--- config.mk ---
export PLATFORM = sky130hd
export DESIGN_NAME = fasta_alignment_parser_unit
export DESIGN_NICKNAME = d
export VERILOG_FILES = /design/src/design/fap_pkg.sv /design/src/design/fap_parse_core.sv /design/src/design/fap_out_stage.sv /design/src/design/fasta_alignment_parser_unit.sv
export SDC_FILE = /design/constraint.sdc
export NUM_CORES = 1
export LEC_CHECK = 0
export ABC_AREA = 1
export BUFFER_PORTS_ARGS = -buffer_cell sky130_fd_sc_hd__buf_2
export CAP_MARGIN = 20
export CORE_UTILIZATION = 30
export CTS_BUF_LIST = sky130_fd_sc_hd__clkbuf_4 sky130_fd_sc_hd__clkbuf_8 sky130_fd_sc_hd__clkbuf_16
export DETAILED_ROUTE_END_ITERATION = 12
export RECOVER_POWER = 50
export SLEW_MARGIN = 10
export SYNTH_ARGS = -nofsm -noshare
export SYNTH_HDL_FRONTEND = slang
export SYNTH_HIERARCHICAL = 1
export SYNTH_SLANG_ARGS = --single-unit
--- constraint.sdc ---
create_clock -name aclk -period 6.2 [get_ports aclk]
set_clock_uncertainty 0.05 [all_clocks]
set_input_delay 0 -clock aclk [delete_from_list [all_inputs] [get_ports aclk]]
set_output_delay 0 -clock aclk [all_outputs]
set_load 0.05 [all_outputs]
--- src/design/fap_pkg.sv ---
// Shared types and constants of the FASTA alignment parser.
// No dependencies; imported by every design module.
package fap_pkg;

    localparam int SAMPLE_W = 16;
    localparam int ALIGN_W  = 24;
    localparam int BYTE_W   = 8;
    localparam int CODE_W   = 3;
    localparam int KIND_W   = 2;
    localparam int M_TDATA_W = 56;

    localparam logic [BYTE_W-1:0] CHAR_GT   = 8'h3E;  // '>'
    localparam logic [BYTE_W-1:0] CHAR_NL   = 8'h0A;  // newline
    localparam logic [BYTE_W-1:0] CHAR_DASH = 8'h2D;  // '-'

    typedef enum logic [KIND_W-1:0] {
        KIND_NONE     = 2'd0,
        KIND_NAME_CHR = 2'd1,
        KIND_NAME_END = 2'd2,
        KIND_BASE     = 2'd3
    } fap_kind_t;

    localparam logic [CODE_W-1:0] BASE_T     = 3'd1;
    localparam logic [CODE_W-1:0] BASE_C     = 3'd2;
    localparam logic [CODE_W-1:0] BASE_G     = 3'd3;
    localparam logic [CODE_W-1:0] BASE_A     = 3'd4;
    localparam logic [CODE_W-1:0] BASE_OTHER = 3'd5;
    localparam logic [CODE_W-1:0] BASE_GAP   = 3'd6;
    localparam logic [CODE_W-1:0] BASE_ZERO  = 3'd0;

    typedef struct packed {
        fap_kind_t             kind;
        logic [CODE_W-1:0]     base_code;
        logic [BYTE_W-1:0]     name_char;
        logic [SAMPLE_W-1:0]   sample_count;
        logic [ALIGN_W-1:0]    alignment_length;
        logic                  length_error;
        logic                  done_res;
    } fap_result_t;

    function automatic logic [CODE_W-1:0] map_base(input logic [BYTE_W-1:0] b);
        logic [CODE_W-1:0] code;
        case (b)
            8'h54, 8'h74: code = BASE_T;
            8'h43, 8'h63: code = BASE_C;
            8'h47, 8'h67: code = BASE_G;
            8'h41, 8'h61: code = BASE_A;
            CHAR_DASH:    code = BASE_GAP;
            default:      code = BASE_OTHER;
        endcase
        return code;
    endfunction

endpackage

--- src/design/fap_parse_core.sv ---
// Parse state and per-byte next-state/result logic.
// Depends on fap_pkg.
module fap_parse_core import fap_pkg::*; #(
    parameter int LENGTH_BITS = 24,
    parameter int COUNT_BITS  = 16
) (
    input  logic              aclk,
    input  logic              aresetn,
    input  logic              step_en,
    input  logic [BYTE_W-1:0] data_byte,
    input  logic              last_byte,
    output fap_result_t       result
);

    typedef enum logic [1:0] {
        PH_SEEK = 2'd0,
        PH_HEAD = 2'd1,
        PH_SEQ  = 2'd2
    } phase_t;

    phase_t                 phase_reg, phase_next, phase_mid;
    logic [LENGTH_BITS-1:0] ref_len_reg, ref_len_next, ref_len_mid;
    logic                   ref_known_reg, ref_known_next, ref_known_mid;
    logic [LENGTH_BITS-1:0] rec_len_reg, rec_len_next, rec_len_mid;
    logic [COUNT_BITS-1:0]  samples_reg, samples_next, samples_mid;
    logic                   mismatch_reg, mismatch_next, mismatch_mid;
    logic                   close_rec;
    fap_kind_t              kind;
    logic [CODE_W-1:0]      code;
    logic [BYTE_W-1:0]      ch;

    always_comb begin
        phase_mid   = phase_reg;
        rec_len_mid = rec_len_reg;
        samples_mid = samples_reg;
        close_rec   = 1'b0;
        kind        = KIND_NONE;
        code        = BASE_ZERO;
        ch          = '0;
        unique case (phase_reg)
            PH_HEAD: begin
                if (data_byte == CHAR_NL) begin
                    rec_len_mid = '0;
                    if (samples_reg != '1)
                        samples_mid = samples_reg + COUNT_BITS'(1);
                    phase_mid = PH_SEQ;
                    kind      = KIND_NAME_END;
                end else if (data_byte != CHAR_GT) begin
                    kind = KIND_NAME_CHR;
                    ch   = data_byte;
                end
            end
            PH_SEQ: begin
                if (data_byte == CHAR_GT) begin
                    close_rec = 1'b1;
                    phase_mid = PH_HEAD;
                end else if (data_byte != CHAR_NL) begin
                    if (rec_len_reg != '1)
                        rec_len_mid = rec_len_reg + LENGTH_BITS'(1);
                    kind = KIND_BASE;
                    code = map_base(data_byte);
                end
            end
            default: begin
                // Seeking, and the unused phase code behaves the same.
                phase_mid = (data_byte == CHAR_GT) ? PH_HEAD : PH_SEEK;
            end
        endcase

        // Close the final record on the last byte if still in a sequence.
        if (last_byte && phase_mid == PH_SEQ)
            close_rec = 1'b1;

        ref_len_mid   = ref_len_reg;
        ref_known_mid = ref_known_reg;
        mismatch_mid  = mismatch_reg;
        if (close_rec) begin
            if (!ref_known_reg) begin
                ref_len_mid   = rec_len_mid;
                ref_known_mid = 1'b1;
            end else if (ref_len_reg != rec_len_mid) begin
                mismatch_mid = 1'b1;
            end
        end

        result.kind             = kind;
        result.base_code        = code;
        result.name_char        = ch;
        result.sample_count     = SAMPLE_W'(samples_mid);
        result.alignment_length = ref_known_mid ? ALIGN_W'(ref_len_mid) : '0;
        result.length_error     = mismatch_mid;
        result.done_res         = last_byte;

        // Start a fresh file after the last byte.
        if (last_byte) begin
            phase_next     = PH_SEEK;
            ref_len_next   = '0;
            ref_known_next = 1'b0;
            rec_len_next   = '0;
            samples_next   = '0;
            mismatch_next  = 1'b0;
        end else begin
            phase_next     = phase_mid;
            ref_len_next   = ref_len_mid;
            ref_known_next = ref_known_mid;
            rec_len_next   = rec_len_mid;
            samples_next   = samples_mid;
            mismatch_next  = mismatch_mid;
        end
    end

    always_ff @(posedge aclk) begin
        if (!aresetn) begin
            phase_reg     <= PH_SEEK;
            ref_len_reg   <= '0;
            ref_known_reg <= 1'b0;
            rec_len_reg   <= '0;
            samples_reg   <= '0;
            mismatch_reg  <= 1'b0;
        end else if (step_en) begin
            phase_reg     <= phase_next;
            ref_len_reg   <= ref_len_next;
            ref_known_reg <= ref_known_next;
            rec_len_reg   <= rec_len_next;
            samples_reg   <= samples_next;
            mismatch_reg  <= mismatch_next;
        end
    end

endmodule

--- src/design/fap_out_stage.sv ---
// Result register of the parser with its output handshake.
// Depends on fap_pkg.
module fap_out_stage import fap_pkg::*; (
    input  logic            aclk,
    input  logic            aresetn,
    input  logic            load,
    input  fap_result_t     result,
    output logic            free,
    output logic            m_tvalid,
    input  logic            m_tready,
    output logic [M_TDATA_W-1:0] m_tdata,   // base_code, name_char, sample_count,
                                            // alignment_length, length_error, zero pad
    output logic [KIND_W-1:0]    m_tuser,   // kind
    output logic                 m_tlast    // done_res
);

    fap_result_t res_reg;
    logic        valid_reg, valid_next;

    // Take a new request when empty or when the current one leaves now.
    assign free = !valid_reg || m_tready;

    always_comb begin
        if (load)
            valid_next = 1'b1;
        else if (m_tready)
            valid_next = 1'b0;
        else
            valid_next = valid_reg;
    end

    always_ff @(posedge aclk) begin
        if (!aresetn)
            valid_reg <= 1'b0;
        else
            valid_reg <= valid_next;
    end

    always_ff @(posedge aclk) begin
        if (load)
            res_reg <= result;
    end

    assign m_tvalid = valid_reg;
    assign m_tuser  = res_reg.kind;
    assign m_tlast  = res_reg.done_res;
    assign m_tdata  = {4'b0000, res_reg.length_error, res_reg.alignment_length,
                       res_reg.sample_count, res_reg.name_char, res_reg.base_code};

endmodule

--- src/design/fasta_alignment_parser_unit.sv ---
// FASTA alignment parser: top level with input register, parse core and result stage.
// Depends on fap_pkg, fap_parse_core and fap_out_stage.
//
// Usage:
//   The input channel (s_) takes one raw byte of a FASTA alignment per request
//   in s_tdata, with s_tlast high on the final byte of the file. The result
//   channel (m_) returns exactly one request per input byte, in order: kind in
//   m_tuser, done flag in m_tlast, and base code, name character, sample count,
//   alignment length and sticky length error packed in m_tdata.
//   A byte that is taken lands in the input register, is parsed there by
//   combinational logic and is loaded into the result register, which drives
//   m_; m_tvalid rises when that register is loaded. Throughput: one byte per
//   cycle while m_tready stays high, since the parse step between the input
//   register and the result register is combinational.
//   Stalls: while m_tready is low the result holds; one more byte may wait in
//   the input register, after which s_tready drops until the result leaves.
//   Reset (aresetn low, synchronous) empties both registers and returns the
//   parser to seeking the first header with all counts cleared. After the
//   result for a last byte the parser clears itself and starts a new file.
module fasta_alignment_parser_unit import fap_pkg::*; #(
    parameter int LENGTH_BITS = 24,
    parameter int COUNT_BITS  = 16
) (
    input  logic                  aclk,
    input  logic                  aresetn,
    input  logic                  s_tvalid,
    output logic                  s_tready,
    input  logic [BYTE_W-1:0]     s_tdata,   // data_byte
    input  logic                  s_tlast,   // last_byte
    output logic                  m_tvalid,
    input  logic                  m_tready,
    output logic [M_TDATA_W-1:0]  m_tdata,   // base_code[2:0], name_char[10:3],
                                             // sample_count[26:11],
                                             // alignment_length[50:27],
                                             // length_error[51], zero[55:52]
    output logic [KIND_W-1:0]     m_tuser,   // kind
    output logic                  m_tlast    // done_res
);

    logic              in_valid_reg, in_valid_next;
    logic [BYTE_W-1:0] byte_reg;
    logic              last_reg;
    logic              out_free;
    logic              advance;
    fap_result_t       result;

    // Move the held byte into the result stage whenever that stage can take it.
    assign advance  = in_valid_reg && out_free;
    // Accept a new byte when the input register is empty or drains this cycle.
    assign s_tready = !in_valid_reg || advance;

    always_comb begin
        if (s_tvalid && s_tready)
            in_valid_next = 1'b1;
        else if (advance)
            in_valid_next = 1'b0;
        else
            in_valid_next = in_valid_reg;
    end

    always_ff @(posedge aclk) begin
        if (!aresetn)
            in_valid_reg <= 1'b0;
        else
            in_valid_reg <= in_valid_next;
    end

    // Payload: capture only on accept, no reset needed.
    always_ff @(posedge aclk) begin
        if (s_tvalid && s_tready) begin
            byte_reg <= s_tdata;
            last_reg <= s_tlast;
        end
    end

    // Parse state advances once per byte, together with the result load.
    fap_parse_core #(
        .LENGTH_BITS (LENGTH_BITS),
        .COUNT_BITS  (COUNT_BITS)
    ) u_core (
        .aclk      (aclk),
        .aresetn   (aresetn),
        .step_en   (advance),
        .data_byte (byte_reg),
        .last_byte (last_reg),
        .result    (result)
    );

    fap_out_stage u_out (
        .aclk     (aclk),
        .aresetn  (aresetn),
        .load     (advance),
        .result   (result),
        .free     (out_free),
        .m_tvalid (m_tvalid),
        .m_tready (m_tready),
        .m_tdata  (m_tdata),
        .m_tuser  (m_tuser),
        .m_tlast  (m_tlast)
    );

endmodule

==> results.sh <==
export IMPL_avgRoutedWirePerCell_um=12.7
export IMPL_layout_worst_path_cycle_share_pct=67.2
export IMPL_htreeDepth=4
export IMPL_met2_usage_pct=25.9
export IMPL_routed_wl_mm=17.9
export IMPL_grt_pass1_wl_mm=29.3
export IMPL_root_buffer="clkbuf_16"
export IMPL_slew_limit_headroom_pct=-133
export IMPL_area_delta_synth_final_pct=17.1
export IMPL_synth_edf_count=64
export IMPL_numPortBuffers=69
export IMPL_synth_compound_area_share_pct=9.74
export IMPL_die_area_um2=25000
export IMPL_worstSetupPathType="reg -> reg"
export IMPL_maxSlewViolCount=65
export IMPL_final_cell_mix="318 x nand2_1, 103 x nor2_1, 99 x inv_1, 99 x nand3_1, 70 x dfxtp_1"
export IMPL_p_per_area_nw_per_um2=247
export IMPL_status="finished with violations"
export IMPL_drt_iter0_markers=380
export IMPL_via_count=6517
export IMPL_crit_start="u_out/m_tvalid"
export IMPL_syn_cell_area_um2=7310
export IMPL_gp_congestion=0.827
export IMPL_fin_nets=1089
export IMPL_synthSimpleGateAreaFrac_pct=33.9
export IMPL_drive_above_1_share_pct=7.65
export IMPL_synth_xor_area_share_pct=1.56
export IMPL_max_freq_mhz=240
export IMPL_finalSetupViolations=0
export IMPL_grt_pass1_vias=6041
export IMPL_diodes=0
export IMPL_cts_made_buffers=17
export IMPL_cp_start_kind="flop"
export IMPL_initial_core_util_pct=30.9
export IMPL_worstPathMaxFanout=64
export IMPL_busiest_layer="met2"
export IMPL_use_met1_pct=18.2
export IMPL_grt_max_degree=65
export IMPL_viasPerCell=4.64
export IMPL_totalNegativeSetupSlack_ps=0
export IMPL_dp_hpwl_mm=12.1
export IMPL_final_util_pct=36.1
export IMPL_synth_mux_area_fraction_pct=0
export IMPL_max_vdd_ir_drop_uv=171
export IMPL_ys_types=39
export IMPL_fillCellCount=2486
export IMPL_hold_class="in -> reg"
export IMPL_mostFrequentLayoutCell="nand2_1"
export IMPL_max_cap_violations=1
export IMPL_grt_ovfl_total=0
export IMPL_drc=0
export IMPL_violations="max-capacitance violations, max-slew violations"
export IMPL_core_area_um2=23700
export IMPL_cts_sinks=134
export IMPL_final_hold_viol_count=0
export IMPL_rsz0062_at_grt="false"
export IMPL_async_flop_share_pct=0
export IMPL_synth_main_ff_cell="dfxtp_1"
export IMPL_row_count=56
export IMPL_cts_tree="built"
export IMPL_grt_usage_pct=15.1
export IMPL_synth_top_family_by_area="simple AND/OR/NAND/NOR gates"
export IMPL_post_route_min_period_ps=4170
export IMPL_ys_seq_area_share_pct=45.5
export IMPL_placed_area_um2=7900
export IMPL_drt_pass1_iterations=5
export IMPL_die_x_um=158
export IMPL_use_met3_pct=3.23
export IMPL_cp_arrival_ps=4480
export IMPL_clk_latency_ps=430
export IMPL_synth_seq_cells=134
export IMPL_ys_warn_count=6
export IMPL_clockBufferDepth=2
export IMPL_ant_nets=0
export IMPL_hold_path_startpoint="s_tdata[4]"
export IMPL_p_leak_nw=3.17
export IMPL_yosys_area_share_adder_pct=0.685
export IMPL_io_pins=74
export IMPL_worstReg2RegStart="u_out/m_tvalid"
export IMPL_largest_reg_flops=52
export IMPL_path_clk_slew_ps=50
export IMPL_crit_required_ps=6510
export IMPL_worstSetupEndpointType="flop"
export IMPL_die_h_um=158
export IMPL_tightest_slew_ps=3500
export IMPL_postSynthCellCount=1002
export IMPL_whs_ps=236
export IMPL_avgSynthCellArea_um2=7.29
export IMPL_antenna_found_initial=0
export IMPL_design_area_um2=8560
export IMPL_post_cts_resized=0
-- path summary, 6_finish.rpt --
| check | end | slack (ps) | cells past startpoint |
|---|---|---|---|
| setup reg to reg | u_out/m_tvalid | 2030 | 7 |
| hold / removal | byte_reg[4] | 240 | 2 |
| setup / recovery | u_out/m_tvalid | 2030 | 7 |
| hold reg to reg | u_core/samples_reg[10] | 420 | 2 |
-- metrics by stage --
stage	power [mW]	std cells	setup WS, ps
2_1_floorplan	1.07	1005	2760
3_3_place_gp	1.10	1358	3110
5_1_grt	2.18	1404	1430
3_5_place_dp	1.10	1358	3080
6_report	2.11	1404	2030
4_1_cts	2.14	1404	3070
-- power breakdown --
group | internal [mW] | switching, mW
logic | 0.0199 | 0.106
clock network | 0.644 | 0.385
registers | 0.947 | 0.00836
-- synth_stat cells (all sizes together), types with 2 or more instances --
master  count  area, um^2
nand2     325        1240
nor2      117         493
inv       105         394
nand3     100         505
dfxtp      70        1400
a21oi      66         364
edfxtp     64        1920
buf        23         155
o21ai      23         119
clkbuf     18        67.6
o21a       15         113
nand4      14        87.6
nor3       12        60.1
xor2       10        87.6
o21bai      8        60.1
nand3b      6        45.0
ha          4        50.1
or2         4        25.0
a211oi      3        22.5
clkinv      3        11.3
o22ai       3        18.8
xnor2       3        26.3
a21o        2        15.0
nor3b       2        15.0
-- routing by layer --
metal	part of all wire, %	up-vias
met3	4.5	24
met5	0	-
met4	1.7	0
met1	45	2977
met2	49	126
li1	-	3390
-- worst max-delay path, cell delays in order (launching register included) --
cell           delay, ps
dfxtp_1              300
nand2_1              110
nand2_1               70
inv_1                 70
clkbuf_1            2460
inv_1                220
a21oi_2              240
dlygate4sd3_1        570
-- cell type report --
cell class                 count  area [um^2]  share of cell area (%)
inverter                     108          405                    4.74
tap                          319          399                    4.66
clock buffer                  19          447                    5.22
timing repair buffer          89          455                    5.32
sequential                   134         3320                    38.8
multi-input combinational    722         3380                    39.4
clock inverter                13          154                    1.80
-- cells by family (layout without fill, tap and decap cells) --
kind of cell,count (synthesis),count (layout)
adder cells (fa/ha/maj),4,4
flip-flops,134,134
buffers and inverters,149,229
other,1,4
AND/OR/NAND/NOR,581,581
AO/OA/AOI/OAI,120,120
XOR/XNOR,13,13
-- timing repair --
action | CTS | global route
hold buffers | 14 | 0
endpoints found under the hold margin | 16 | 0
buffers inserted | 0 | 0
No activity file was read; power rests on OpenSTA's default activity.
